### config.mk
export PLATFORM = sky130hd
export DESIGN_NAME = char_lcd_nibble_interface_flat
export DESIGN_NICKNAME = d
export VERILOG_FILES = /design/src/sv/clnib_pkg.sv /design/src/sv/clnib_req_if.sv /design/src/sv/clnib_res_if.sv /design/src/sv/clnib_cfg_regs.sv /design/src/sv/clnib_engine.sv /design/src/sv/char_lcd_nibble_interface.sv /design/src/flat_wrapper.sv
export SDC_FILE = /design/constraint.sdc
export NUM_CORES = 1
export LEC_CHECK = 0
export BUFFER_PORTS_ARGS = -buffer_cell sky130_fd_sc_hd__buf_4
export CAP_MARGIN = 10
export CORE_MARGIN = 2
export CORE_UTILIZATION = 40
export CTS_CLUSTER_SIZE = 14
export DETAILED_ROUTE_END_ITERATION = 8
export GPL_TIMING_DRIVEN = 0
export PLACE_DENSITY_LB_ADDON = 0.05
export SETUP_SLACK_MARGIN = 0.5
export SLEW_MARGIN = 20
export SYNTH_ARGS = -nofsm -noshare
export SYNTH_HDL_FRONTEND = slang
export SYNTH_HIERARCHICAL = 1
export SYNTH_SLANG_ARGS = --single-unit
### constraint.sdc
create_clock -name clk -period 2.52 [get_ports clk]
set_clock_uncertainty 0.2 [all_clocks]
set_input_delay 0.126 -clock clk [delete_from_list [all_inputs] [get_ports clk]]
set_output_delay 0.126 -clock clk [all_outputs]
set_load 0.05 [all_outputs]
### src/sv/clnib_pkg.sv
`timescale 1ns / 1ps

package clnib_pkg;

    typedef enum logic [2:0] {
        KIND_TICK  = 3'd0,
        KIND_INIT  = 3'd1,
        KIND_CMD   = 3'd2,
        KIND_DATA  = 3'd3,
        KIND_POS   = 3'd4,
        KIND_CLEAR = 3'd5
    } kind_t;

    typedef enum logic [1:0] {
        CFG_POWER_UP = 2'd0,
        CFG_PULSE    = 2'd1,
        CFG_POST     = 2'd2,
        CFG_CLEAR    = 2'd3
    } cfg_idx_t;

    typedef enum logic [1:0] {
        PH_IDLE   = 2'd0,
        PH_POWER  = 2'd1,
        PH_STROBE = 2'd2,
        PH_WAIT   = 2'd3
    } phase_t;

    localparam int CFG_IDX_W  = 2;
    localparam int CFG_DATA_W = 8;

    localparam logic [7:0] POWER_UP_RST = 8'd40;
    localparam logic [3:0] PULSE_RST    = 4'd1;
    localparam logic [3:0] POST_RST     = 4'd1;
    localparam logic [3:0] CLEAR_RST    = 4'd2;

    localparam logic [7:0] CMD_CLEAR    = 8'h01;
    localparam logic [7:0] CMD_SET_ADDR = 8'h80;
    localparam logic [6:0] ROW1_BASE    = 7'h40;

    typedef struct packed {
        logic [7:0] power_up_ticks;
        logic [3:0] enable_pulse_ticks;
        logic [3:0] post_write_ticks;
        logic [3:0] clear_wait_ticks;
    } cfg_t;

    typedef struct packed {
        logic [2:0] kind;
        logic [7:0] byte_value;
        logic [5:0] column;
        logic       row;
    } item_t;

    typedef struct packed {
        logic       reg_select;
        logic       enable;
        logic [3:0] data_nibble;
        logic       busy_res;
        logic       rejected;
    } res_t;

endpackage

### src/sv/clnib_req_if.sv
`timescale 1ns / 1ps

interface clnib_req_if;
    logic       valid;
    logic       ready;
    logic [2:0] kind;
    logic [7:0] byte_value;
    logic [5:0] column;
    logic       row;

    modport source (output valid, kind, byte_value, column, row, input ready);
    modport sink (input valid, kind, byte_value, column, row, output ready);
endinterface

### src/sv/clnib_res_if.sv
`timescale 1ns / 1ps

interface clnib_res_if;
    logic       valid;
    logic       ready;
    logic       reg_select;
    logic       enable;
    logic [3:0] data_nibble;
    logic       busy_res;
    logic       rejected;

    modport source (output valid, reg_select, enable, data_nibble, busy_res, rejected,
                    input ready);
    modport sink (input valid, reg_select, enable, data_nibble, busy_res, rejected,
                  output ready);
endinterface

### src/sv/clnib_cfg_regs.sv
`timescale 1ns / 1ps

module clnib_cfg_regs (
    input  logic                                 clk,
    input  logic                                 rst_n,
    input  logic                                 cfg_we,
    input  logic [clnib_pkg::CFG_IDX_W-1:0]      cfg_index,
    input  logic [clnib_pkg::CFG_DATA_W-1:0]     cfg_wdata,
    output clnib_pkg::cfg_t                      cfg
);
    import clnib_pkg::*;

    cfg_t cfg_reg;
    cfg_t cfg_next;

    always_comb
    begin
        cfg_next = cfg_reg;
        if (cfg_we)
        begin
            case (cfg_idx_t'(cfg_index))
                CFG_POWER_UP: cfg_next.power_up_ticks     = cfg_wdata;
                CFG_PULSE:    cfg_next.enable_pulse_ticks = cfg_wdata[3:0];
                CFG_POST:     cfg_next.post_write_ticks   = cfg_wdata[3:0];
                CFG_CLEAR:    cfg_next.clear_wait_ticks   = cfg_wdata[3:0];
                default:      cfg_next = cfg_reg;
            endcase
        end
    end

    always_ff @(posedge clk or negedge rst_n)
    begin
        if (!rst_n)
        begin
            cfg_reg.power_up_ticks     <= POWER_UP_RST;
            cfg_reg.enable_pulse_ticks <= PULSE_RST;
            cfg_reg.post_write_ticks   <= POST_RST;
            cfg_reg.clear_wait_ticks   <= CLEAR_RST;
        end
        else
        begin
            cfg_reg <= cfg_next;
        end
    end

    assign cfg = cfg_reg;

endmodule

### src/sv/clnib_engine.sv
`timescale 1ns / 1ps

module clnib_engine (
    input  logic             clk,
    input  logic             rst_n,
    input  logic             fire,
    input  clnib_pkg::item_t item,
    input  clnib_pkg::cfg_t  cfg,
    output clnib_pkg::res_t  result
);
    import clnib_pkg::*;

    typedef struct packed {
        phase_t     phase;
        logic [7:0] wait_count;
        logic [7:0] shift_byte;
        logic       select_level;
        logic       low_pending;
        logic [3:0] init_step;
        logic [3:0] pins_nibble;
    } state_t;

    state_t st_reg;
    state_t st_next;
    logic   rej;
    logic [3:0] pulse_len;

    function automatic logic [3:0] rom_nib(input logic [1:0] idx);
        return (idx == 2'd3) ? 4'h2 : 4'h3;
    endfunction

    function automatic logic [7:0] rom_hold(input logic [1:0] idx);
        return (idx[1] == 1'b0) ? 8'd5 : 8'd1;
    endfunction

    function automatic logic [7:0] rom_cmd(input logic [2:0] idx);
        logic [7:0] v;
        case (idx)
            3'd0:    v = 8'h28;
            3'd1:    v = 8'h0C;
            3'd2:    v = 8'h01;
            3'd3:    v = 8'h06;
            3'd4:    v = 8'h02;
            default: v = CMD_CLEAR;
        endcase
        return v;
    endfunction

    function automatic logic [7:0] rom_wait(input logic [2:0] idx);
        return (idx == 3'd4) ? 8'd5 : 8'd1;
    endfunction

    function automatic state_t start_byte(input state_t s, input logic [7:0] v,
                                          input logic rs, input logic [3:0] pulse);
        state_t n;
        n              = s;
        n.shift_byte   = v;
        n.select_level = rs;
        n.pins_nibble  = v[7:4];
        n.low_pending  = 1'b1;
        n.phase        = PH_STROBE;
        n.wait_count   = {4'd0, pulse};
        return n;
    endfunction

    function automatic logic [7:0] post_wait(input state_t s, input cfg_t c);
        logic [7:0] w;
        logic [4:0] sum;
        sum = {1'b0, c.post_write_ticks} + {1'b0, c.clear_wait_ticks};
        if (s.init_step inside {[4'd2:4'd5]})
            w = 8'd0;
        else if (s.init_step inside {[4'd6:4'd10]})
            w = rom_wait(3'(s.init_step - 4'd6));
        else if (!s.select_level && s.shift_byte == CMD_CLEAR)
            w = {3'd0, sum};
        else
            w = {4'd0, c.post_write_ticks};
        return w;
    endfunction

    // step through the init ROM: power wait, four raw nibbles, six commands
    function automatic state_t advance(input state_t s, input logic [3:0] pulse);
        state_t n;
        logic [3:0] step;
        n = s;
        if (s.init_step inside {[4'd1:4'd10]})
        begin
            step        = s.init_step + 4'd1;
            n.init_step = step;
            if (step inside {[4'd2:4'd5]})
            begin
                n.select_level = 1'b0;
                n.pins_nibble  = rom_nib(2'(step - 4'd2));
                n.low_pending  = 1'b0;
                n.phase        = PH_STROBE;
                n.wait_count   = rom_hold(2'(step - 4'd2));
            end
            else
            begin
                n = start_byte(n, rom_cmd(3'(step - 4'd6)), 1'b0, pulse);
            end
        end
        else
        begin
            n.init_step = 4'd0;
            n.phase     = PH_IDLE;
        end
        return n;
    endfunction

    function automatic state_t do_tick(input state_t s, input cfg_t c,
                                       input logic [3:0] pulse);
        state_t n;
        logic   done;
        n    = s;
        done = (s.wait_count <= 8'd1);
        case (s.phase)
            PH_POWER:
            begin
                if (done)
                begin
                    n.wait_count = 8'd0;
                    n = advance(n, pulse);
                end
                else
                    n.wait_count = s.wait_count - 8'd1;
            end
            PH_STROBE:
            begin
                if (done)
                begin
                    n.phase      = PH_WAIT;
                    n.wait_count = s.low_pending ? 8'd0 : post_wait(s, c);
                end
                else
                    n.wait_count = s.wait_count - 8'd1;
            end
            PH_WAIT:
            begin
                if (done)
                begin
                    n.wait_count = 8'd0;
                    if (s.low_pending)
                    begin
                        n.pins_nibble = s.shift_byte[3:0];
                        n.low_pending = 1'b0;
                        n.phase       = PH_STROBE;
                        n.wait_count  = {4'd0, pulse};
                    end
                    else
                        n = advance(n, pulse);
                end
                else
                    n.wait_count = s.wait_count - 8'd1;
            end
            default: n.phase = PH_IDLE;
        endcase
        return n;
    endfunction

    assign pulse_len = (cfg.enable_pulse_ticks == 4'd0) ? 4'd1 : cfg.enable_pulse_ticks;

    always_comb
    begin
        st_next = st_reg;
        rej     = 1'b0;
        if (kind_t'(item.kind) == KIND_TICK)
            st_next = do_tick(st_reg, cfg, pulse_len);
        else if (kind_t'(item.kind) inside {[KIND_INIT:KIND_CLEAR]})
        begin
            if (st_reg.phase != PH_IDLE)
                rej = 1'b1;
            else
            begin
                case (kind_t'(item.kind))
                    KIND_INIT:
                    begin
                        st_next.init_step    = 4'd1;
                        st_next.select_level = 1'b0;
                        st_next.low_pending  = 1'b0;
                        st_next.phase        = PH_POWER;
                        st_next.wait_count   = cfg.power_up_ticks;
                    end
                    KIND_CMD:
                        st_next = start_byte(st_reg, item.byte_value, 1'b0, pulse_len);
                    KIND_DATA:
                        st_next = start_byte(st_reg, item.byte_value, 1'b1, pulse_len);
                    KIND_POS:
                        st_next = start_byte(st_reg,
                            CMD_SET_ADDR | {1'b0, (item.row ? ROW1_BASE : 7'd0)
                                                  + {1'b0, item.column}},
                            1'b0, pulse_len);
                    default:
                        st_next = start_byte(st_reg, CMD_CLEAR, 1'b0, pulse_len);
                endcase
            end
        end
    end

    always_ff @(posedge clk or negedge rst_n)
    begin
        if (!rst_n)
        begin
            st_reg <= '{phase: PH_IDLE, default: '0};
        end
        else if (fire)
        begin
            st_reg <= st_next;
        end
    end

    assign result.reg_select  = st_next.select_level;
    assign result.enable      = (st_next.phase == PH_STROBE);
    assign result.data_nibble = st_next.pins_nibble;
    assign result.busy_res    = (st_next.phase != PH_IDLE);
    assign result.rejected    = rej;

`ifndef SYNTHESIS
    // init sequencer never runs past the final clear
    a_step_range: assert property (@(posedge clk) disable iff (!rst_n)
        st_reg.init_step <= 4'd11)
        else $error("init step out of range");

    // a byte's low half is only pending while a byte is in flight
    a_low_busy: assert property (@(posedge clk) disable iff (!rst_n)
        st_reg.low_pending |-> (st_reg.phase == PH_STROBE || st_reg.phase == PH_WAIT))
        else $error("low nibble pending while not transferring");

    // a rejected request leaves the state untouched
    a_rej_hold: assert property (@(posedge clk) disable iff (!rst_n)
        (fire && rej) |=> st_reg == $past(st_reg))
        else $error("rejected request changed state");
`endif

endmodule

### src/sv/char_lcd_nibble_interface.sv
`timescale 1ns / 1ps

// A word goes input register -> state update -> result register before the result port.
// Throughput: one word per cycle while the result port is not stalled by rsp.ready.
// Each request or tick gives exactly one result word.
// Reset (rst_n, async low): controller idle, pins low, config registers to defaults,
// both pipeline stages empty.
module char_lcd_nibble_interface (
    input  logic                              clk,
    input  logic                              rst_n,
    input  logic                              cfg_we,
    input  logic [clnib_pkg::CFG_IDX_W-1:0]   cfg_index,
    input  logic [clnib_pkg::CFG_DATA_W-1:0]  cfg_wdata,
    clnib_req_if.sink                         req,
    clnib_res_if.source                       rsp
);
    import clnib_pkg::*;

    cfg_t  cfg;
    item_t in_item_reg;
    logic  in_valid_reg;
    res_t  out_reg;
    logic  out_valid_reg;
    res_t  result;
    logic  adv;
    logic  fire;

    clnib_cfg_regs u_cfg (
        .clk       (clk),
        .rst_n     (rst_n),
        .cfg_we    (cfg_we),
        .cfg_index (cfg_index),
        .cfg_wdata (cfg_wdata),
        .cfg       (cfg)
    );

    clnib_engine u_engine (
        .clk    (clk),
        .rst_n  (rst_n),
        .fire   (fire),
        .item   (in_item_reg),
        .cfg    (cfg),
        .result (result)
    );

    // output slot frees when empty or being taken this cycle
    assign adv       = !out_valid_reg || rsp.ready;
    assign fire      = in_valid_reg && adv;
    assign req.ready = !in_valid_reg || adv;

    always_ff @(posedge clk or negedge rst_n)
    begin
        if (!rst_n)
        begin
            in_valid_reg  <= 1'b0;
            out_valid_reg <= 1'b0;
        end
        else
        begin
            if (req.ready)
                in_valid_reg <= req.valid;
            if (adv)
                out_valid_reg <= in_valid_reg;
        end
    end

    always_ff @(posedge clk)
    begin
        if (req.ready && req.valid)
        begin
            in_item_reg.kind       <= req.kind;
            in_item_reg.byte_value <= req.byte_value;
            in_item_reg.column     <= req.column;
            in_item_reg.row        <= req.row;
        end
        if (fire)
            out_reg <= result;
    end

    assign rsp.valid       = out_valid_reg;
    assign rsp.reg_select  = out_reg.reg_select;
    assign rsp.enable      = out_reg.enable;
    assign rsp.data_nibble = out_reg.data_nibble;
    assign rsp.busy_res    = out_reg.busy_res;
    assign rsp.rejected    = out_reg.rejected;

`ifndef SYNTHESIS
    a_ready_free: assert property (@(posedge clk) disable iff (!rst_n)
        !out_valid_reg |-> req.ready)
        else $error("input stalled with empty output slot");

    a_fire_out: assert property (@(posedge clk) disable iff (!rst_n)
        fire |=> out_valid_reg)
        else $error("processed word did not reach output");

    a_en_busy: assert property (@(posedge clk) disable iff (!rst_n)
        (rsp.valid && rsp.enable) |-> rsp.busy_res)
        else $error("enable high while idle");

    a_rej_busy: assert property (@(posedge clk) disable iff (!rst_n)
        (rsp.valid && rsp.rejected) |-> rsp.busy_res)
        else $error("rejected while idle");
`endif

endmodule

### src/flat_wrapper.sv
// flat-port wrapper written by rule: the top's interface ports become plain ports
module char_lcd_nibble_interface_flat import clnib_pkg::*;
  (clk, rst_n, cfg_we, cfg_index, cfg_wdata, req_valid, req_kind, req_byte_value, req_column, req_row, req_ready, rsp_valid, rsp_reg_select, rsp_enable, rsp_data_nibble, rsp_busy_res, rsp_rejected, rsp_ready);
  clnib_req_if req_i ();
  clnib_res_if rsp_i ();
  input  logic clk;
  input  logic rst_n;
  input  logic cfg_we;
  input  logic [clnib_pkg::CFG_IDX_W-1:0] cfg_index;
  input  logic [clnib_pkg::CFG_DATA_W-1:0] cfg_wdata;
  input wire logic [$bits(req_i.valid)-1:0] req_valid;
  input wire logic [$bits(req_i.kind)-1:0] req_kind;
  input wire logic [$bits(req_i.byte_value)-1:0] req_byte_value;
  input wire logic [$bits(req_i.column)-1:0] req_column;
  input wire logic [$bits(req_i.row)-1:0] req_row;
  output wire logic [$bits(req_i.ready)-1:0] req_ready;
  output wire logic [$bits(rsp_i.valid)-1:0] rsp_valid;
  output wire logic [$bits(rsp_i.reg_select)-1:0] rsp_reg_select;
  output wire logic [$bits(rsp_i.enable)-1:0] rsp_enable;
  output wire logic [$bits(rsp_i.data_nibble)-1:0] rsp_data_nibble;
  output wire logic [$bits(rsp_i.busy_res)-1:0] rsp_busy_res;
  output wire logic [$bits(rsp_i.rejected)-1:0] rsp_rejected;
  input wire logic [$bits(rsp_i.ready)-1:0] rsp_ready;
  assign req_i.valid = req_valid;
  assign req_i.kind = req_kind;
  assign req_i.byte_value = req_byte_value;
  assign req_i.column = req_column;
  assign req_i.row = req_row;
  assign req_ready = req_i.ready;
  assign rsp_valid = rsp_i.valid;
  assign rsp_reg_select = rsp_i.reg_select;
  assign rsp_enable = rsp_i.enable;
  assign rsp_data_nibble = rsp_i.data_nibble;
  assign rsp_busy_res = rsp_i.busy_res;
  assign rsp_rejected = rsp_i.rejected;
  assign rsp_i.ready = rsp_ready;
  char_lcd_nibble_interface u_core (.clk(clk), .rst_n(rst_n), .cfg_we(cfg_we), .cfg_index(cfg_index), .cfg_wdata(cfg_wdata), .req(req_i), .rsp(rsp_i));
endmodule
After elaboration in Yosys (flattened, before gate mapping). Cells that the tools add are included. W data, S select, Z words.

Register bits after elaboration: 76. Bits of input ports: 33. Output and inout port bits: 10. Logic and storage cells: 141.

Add/sub/neg operators: 7. Magnitude comparators: 10. Eq/ne operators: 27. Multiplexer cells: 43. Bitwise gates (word level): 1. Reductions and logical operators: 31.

Operators by type and width (count): $mux W28 (3); $mux W18 (3); $pmux W8 S3 (2); $mux W8 (5); $pmux W18 S2 (1); $mux W4 (7); $pmux W6 S4 (1); $mux W10 (2); $mux W5 (3); $ne A3 B3 Y1 const B (5); $mux W14 (1); $eq A2 B2 Y1 const B (6); $pmux W4 S3 (1); $pmux W6 S2 (1); $reduce_and A10 Y1 (1); $eq A3 B2 Y1 const B (3); $eq A3 B3 Y1 const B (3); $mux W9 (1); $reduce_and A9 Y1 (1); $eq A8 B1 Y1 const B (1); $ge A4 B2 Y1 const B (2); $le A4 B3 Y1 const B (2); $le A8 B1 Y1 const B (1); $logic_and A1 B1 Y1 (8); other kinds (32) (55).

Logic depth before layout (Yosys ltp).
Word-level depth: 11. Mapped depth: 10.

Cells and area by module. The synthesis kept the hierarchy.

Modules (own cells, without submodules): clnib_engine (times used 1, cells an instance 356, area each 2902.8 µm², seq. area each 700.7 µm²); char_lcd_nibble_interface (times used 1, cells an instance 34, area each 884.6 µm², seq. area each 830.8 µm²); clnib_cfg_regs (times used 1, cells an instance 44, area each 770.7 µm², seq. area each 506.7 µm²).

Worst setup path after synthesis. Ideal clock, no wire load.

Path kind: reg2reg. From: register u_core/u_engine/st_reg[5] in the netlist's numbering. To: register u_core.out_reg, in the netlist u_core/rsp.data_nibble[1] (data pin). Library setup time: 251 ps. Data arrival time: 2162 ps. Path slack: -93 ps. Stages on the path, launching flop included: 10. Cell sequence: dfrtp_1 -> inv_1 -> ha_1 -> nor4b_1 -> a31oi_2 -> o211ai_1 -> a21oi_1 -> a311o_1 -> o21a_1 -> buf_4.

RTL lines: start, declared (line clnib_engine.sv:23) `state_t st_reg;`; start signal, assigned (line clnib_engine.sv:208) `st_reg <= st_next;`; end signal, assigned (line char_lcd_nibble_interface.sv:77) `out_reg <= result;`; end, declared (line char_lcd_nibble_interface.sv:22) `res_t out_reg;`.

==> flow_summary.yaml <==
timing:
  finalWorstSetupSlack_ns: 0.0479
  fmax_mhz: 405
  slew_viol_final: 0
  min_period_over_period: 0.981
  setup_viol: 0
  hold_viol: 0
  whs_ns: 0.0143
  relSlewSlack: 0.553
  rsz0062_at_grt: "true"
  worst_pin_slew_ns: 0.670
  final.min_clock_period_ns: 2.47
global_routing:
  grt-ovfl-total: 0
  antenna_found_initial: 0
  grt_pass1_vias: 4006
  gr-usage-met3: 0.0399
  grt_pass1_wl_um: 21300
  grt_most_used_layer: "met2"
  grtUsageMet1: 0.310
  grtUsageMet2: 0.337
  grt_start_max_net_pins: 51
  track_usage: 0.219
clock_tree:
  cts.sinks: 76
  cts_made_buffers: 9
  cts_max_level: 3
  clockBufferDepth: 2
  cts_tree: "built"
  clkTransAtPathRegs_ns: 0.07
  cts_root_buf: "clkbuf_16"
  clk_latency_ns: 0.35
finish:
  n_antenna_cell: 0
  synthToLayoutAreaGrowth_pct: 53.4
  largest_reg_flops: 28
  finalInstanceArea_um2: 6990
  final_core_util: 0.636
  nets: 634
  fillers: 885
  layout-drive-gt1-share: 0.494
setup_path:
  cp-start-kind: "flop"
  slowest_delay_ns: 0.46
  cp_max_fo: 7
  crit_required_ns: 2.50
  startpoint: "u_core/u_engine/st_reg[5]$_DFFE_PN0P_"
  critical_path_class: "flop to flop"
  r2r-start: "u_core/u_engine/st_reg[5]$_DFFE_PN0P_"
  cp_slowest_cell: "dfrtp_2"
  path_cells: "buf_6, or2_4, a31oi_4, buf_6, nor2_2, a221oi_2, o31ai_2, a211oi_1"
  path_common_cell: "buf_6"
  worst_setup_path_end_kind: "flop"
  critPathArrivalTime_ns: 2.45
placement:
  post-dp-hpwl_um: 8350
  place_ws_ns: -0.192
  dpl_cell_area_um2: 5220
  port_buffers: 42
  gp_congestion: 0.873
yosys:
  async_reset_ff_frac: 0.658
  synth.avg_cell_area_um2: 10.5
  synthTopCellsByCount: "45 x dfrtp_1, 30 x nor2_1, 28 x o21ai_0, 27 x nand2_1, 26 x edfxtp_1"
  syn_nets: 486
  yosys_warnings: 6
  synthTopCellsByArea: "dfrtp_1 25%, edfxtp_1 17%, mux2_2 5.9%"
  synthDistinctLibCells: 71
  synth.most_common_cell: "dfrtp_1"
  synth_area_um2: 4560
  synth-seq-area-share: 0.447
  synth_edf_count: 26
  synth_top_area_share: 0.247
  yosysTopAreaCell: "dfrtp_1"
  synthCells: 434
  synth_seq_cells: 76
  yosys_most_used_dff: "dfrtp_1"
die:
  die_x_um: 111
  chipHeight_um: 111
  io_pins: 43
  start_util: 0.415
  core_um2: 11000
  num_rows: 38
  dieArea_um2: 12300
detailed_routing:
  drc_errors: 0
  drtIter0Drc: 169
  vias_per_cell: 5.48
  drtPass1Iterations: 4
  wl_per_cell_um: 18.2
  num_vias: 3987
  wirelength_um: 13200
  ant_nets: 0
power_and_ir_drop:
  p_per_area_nw_per_um2: 1060
  power.total_uw: 7400
  power_leakage_uw: 0.00283
  peakVddDrop_mv: 0.649
run:
  maxCapViolCount: 0
status:
  status: "completed"
hold_path:
  hp-class: "input pin to flop"
  hold_start: "cfg_index[0]"
[area by class of cell]
| type | instances | area [µm²] | area share |
|---|---|---|---|
| Multi-Input combinational cell | 316 | 2960 | 0.423 |
| Sequential cell | 76 | 2050 | 0.293 |
| Timing Repair Buffer | 137 | 1170 | 0.167 |
| Buffer | 24 | 239 | 0.0342 |
| Clock buffer | 9 | 225 | 0.0322 |
| Tap cell | 140 | 175 | 0.0251 |
| Clock inverter | 7 | 97.6 | 0.0140 |
| Inverter | 18 | 77.6 | 0.0111 |
[power by group]
group	internal, µW	total, µW	leakage, µW	switching (µW)
Sequential	1560	1830	0.000852	262
Clock	873	1430	0.000154	559
Combinational	2050	4150	0.00182	2090
Total	4490	7400	0.00283	2910
[worst paths after layout]
| kind | to | slack [ns] | depth (start not counted) |
|---|---|---|---|
| max in group asynchronous | u_core/u_engine/st_reg[18]$_DFFE_PN0P_ | 1.46 | 2 |
| min reg2reg | u_core/u_engine/st_reg[14]$_DFFE_PN0P_ | 0.29 | 1 |
| max reg2reg | u_core/rsp.enable$_DFFE_PP_ | 0.05 | 8 |
| min in group asynchronous | u_core/u_engine/st_reg[0]$_DFFE_PN0P_ | 0.14 | 2 |
| max | u_core/rsp.enable$_DFFE_PP_ | 0.05 | 8 |
| min | u_core/u_cfg/cfg[18]$_DFFE_PN0P_ | 0.01 | 3 |
[through the flow]
| step | cells | setup TNS, ns |
|---|---|---|
| 2_1_floorplan | 434 | 0 |
| 3_3_place_gp | 616 | -0.849 |
| 3_5_place_dp | 616 | -0.935 |
| 4_1_cts | 712 | 0 |
| 5_1_grt | 727 | 0 |
| 6_report | 727 | 0 |
[timing repair]
item	4_1_cts	5_1_grt
resized for setup	120	29
buffers inserted	49	15
cloned	1	0
hold buffers	30	0
endpoints found under the setup margin	36	36
pin swaps	43	13
endpoints found under the hold margin	85	0
[worst max-delay path: cells and delay by family, from the launching register on]
family / cells / cell delay [ns]
DFF: 1 / 0.46
AOI/OAI and AO/OA: 4 / 1.02
and+or+nand+nor: 2 / 0.31
buffers and inverters: 2 / 0.31
[placed cells by master, fill, tap and decap left out, types with 5 or more instances in the layout]
master,n
a21oi_1,17
nand2_1,22
dfrtp_1,37
mux2i_1,5
nor2b_1,5
o21ai_0,8
dfrtp_2,8
or2_4,5
nand3_1,5
o21ai_2,8
nor2_1,27
mux2_2,24
nand2b_1,11
a21oi_2,6
dfstp_2,5
o2bb2ai_2,6
edfxtp_1,26
inv_1,11
a22oi_1,9
dlygate4sd3_1,30
ha_4,10
o21ai_1,10
ha_1,6
buf_6,17
clkbuf_16,9
buf_4,99
[layer usage]
metal	part of all wire	vias up	routed length, µm
met2	0.46	90	6120
met1	0.48	1971	6300
met5	0	-	0
li1	-	1903	-
met4	0.022	0	291
met3	0.041	23	538
[cell families (layout without fill, tap and decap cells)]
logic type      Yosys count  in the layout  synth area share
xor+xnor                  9              9            0.0173
compound gates          126            126             0.197
fa+ha+maj                19             19            0.0538
simple gates            133            133             0.161
flops                    76             76             0.447
mux                      29             29            0.0703
buf+inv                  42            195            0.0530
Note: power is estimated with default switching activity, not from simulation.
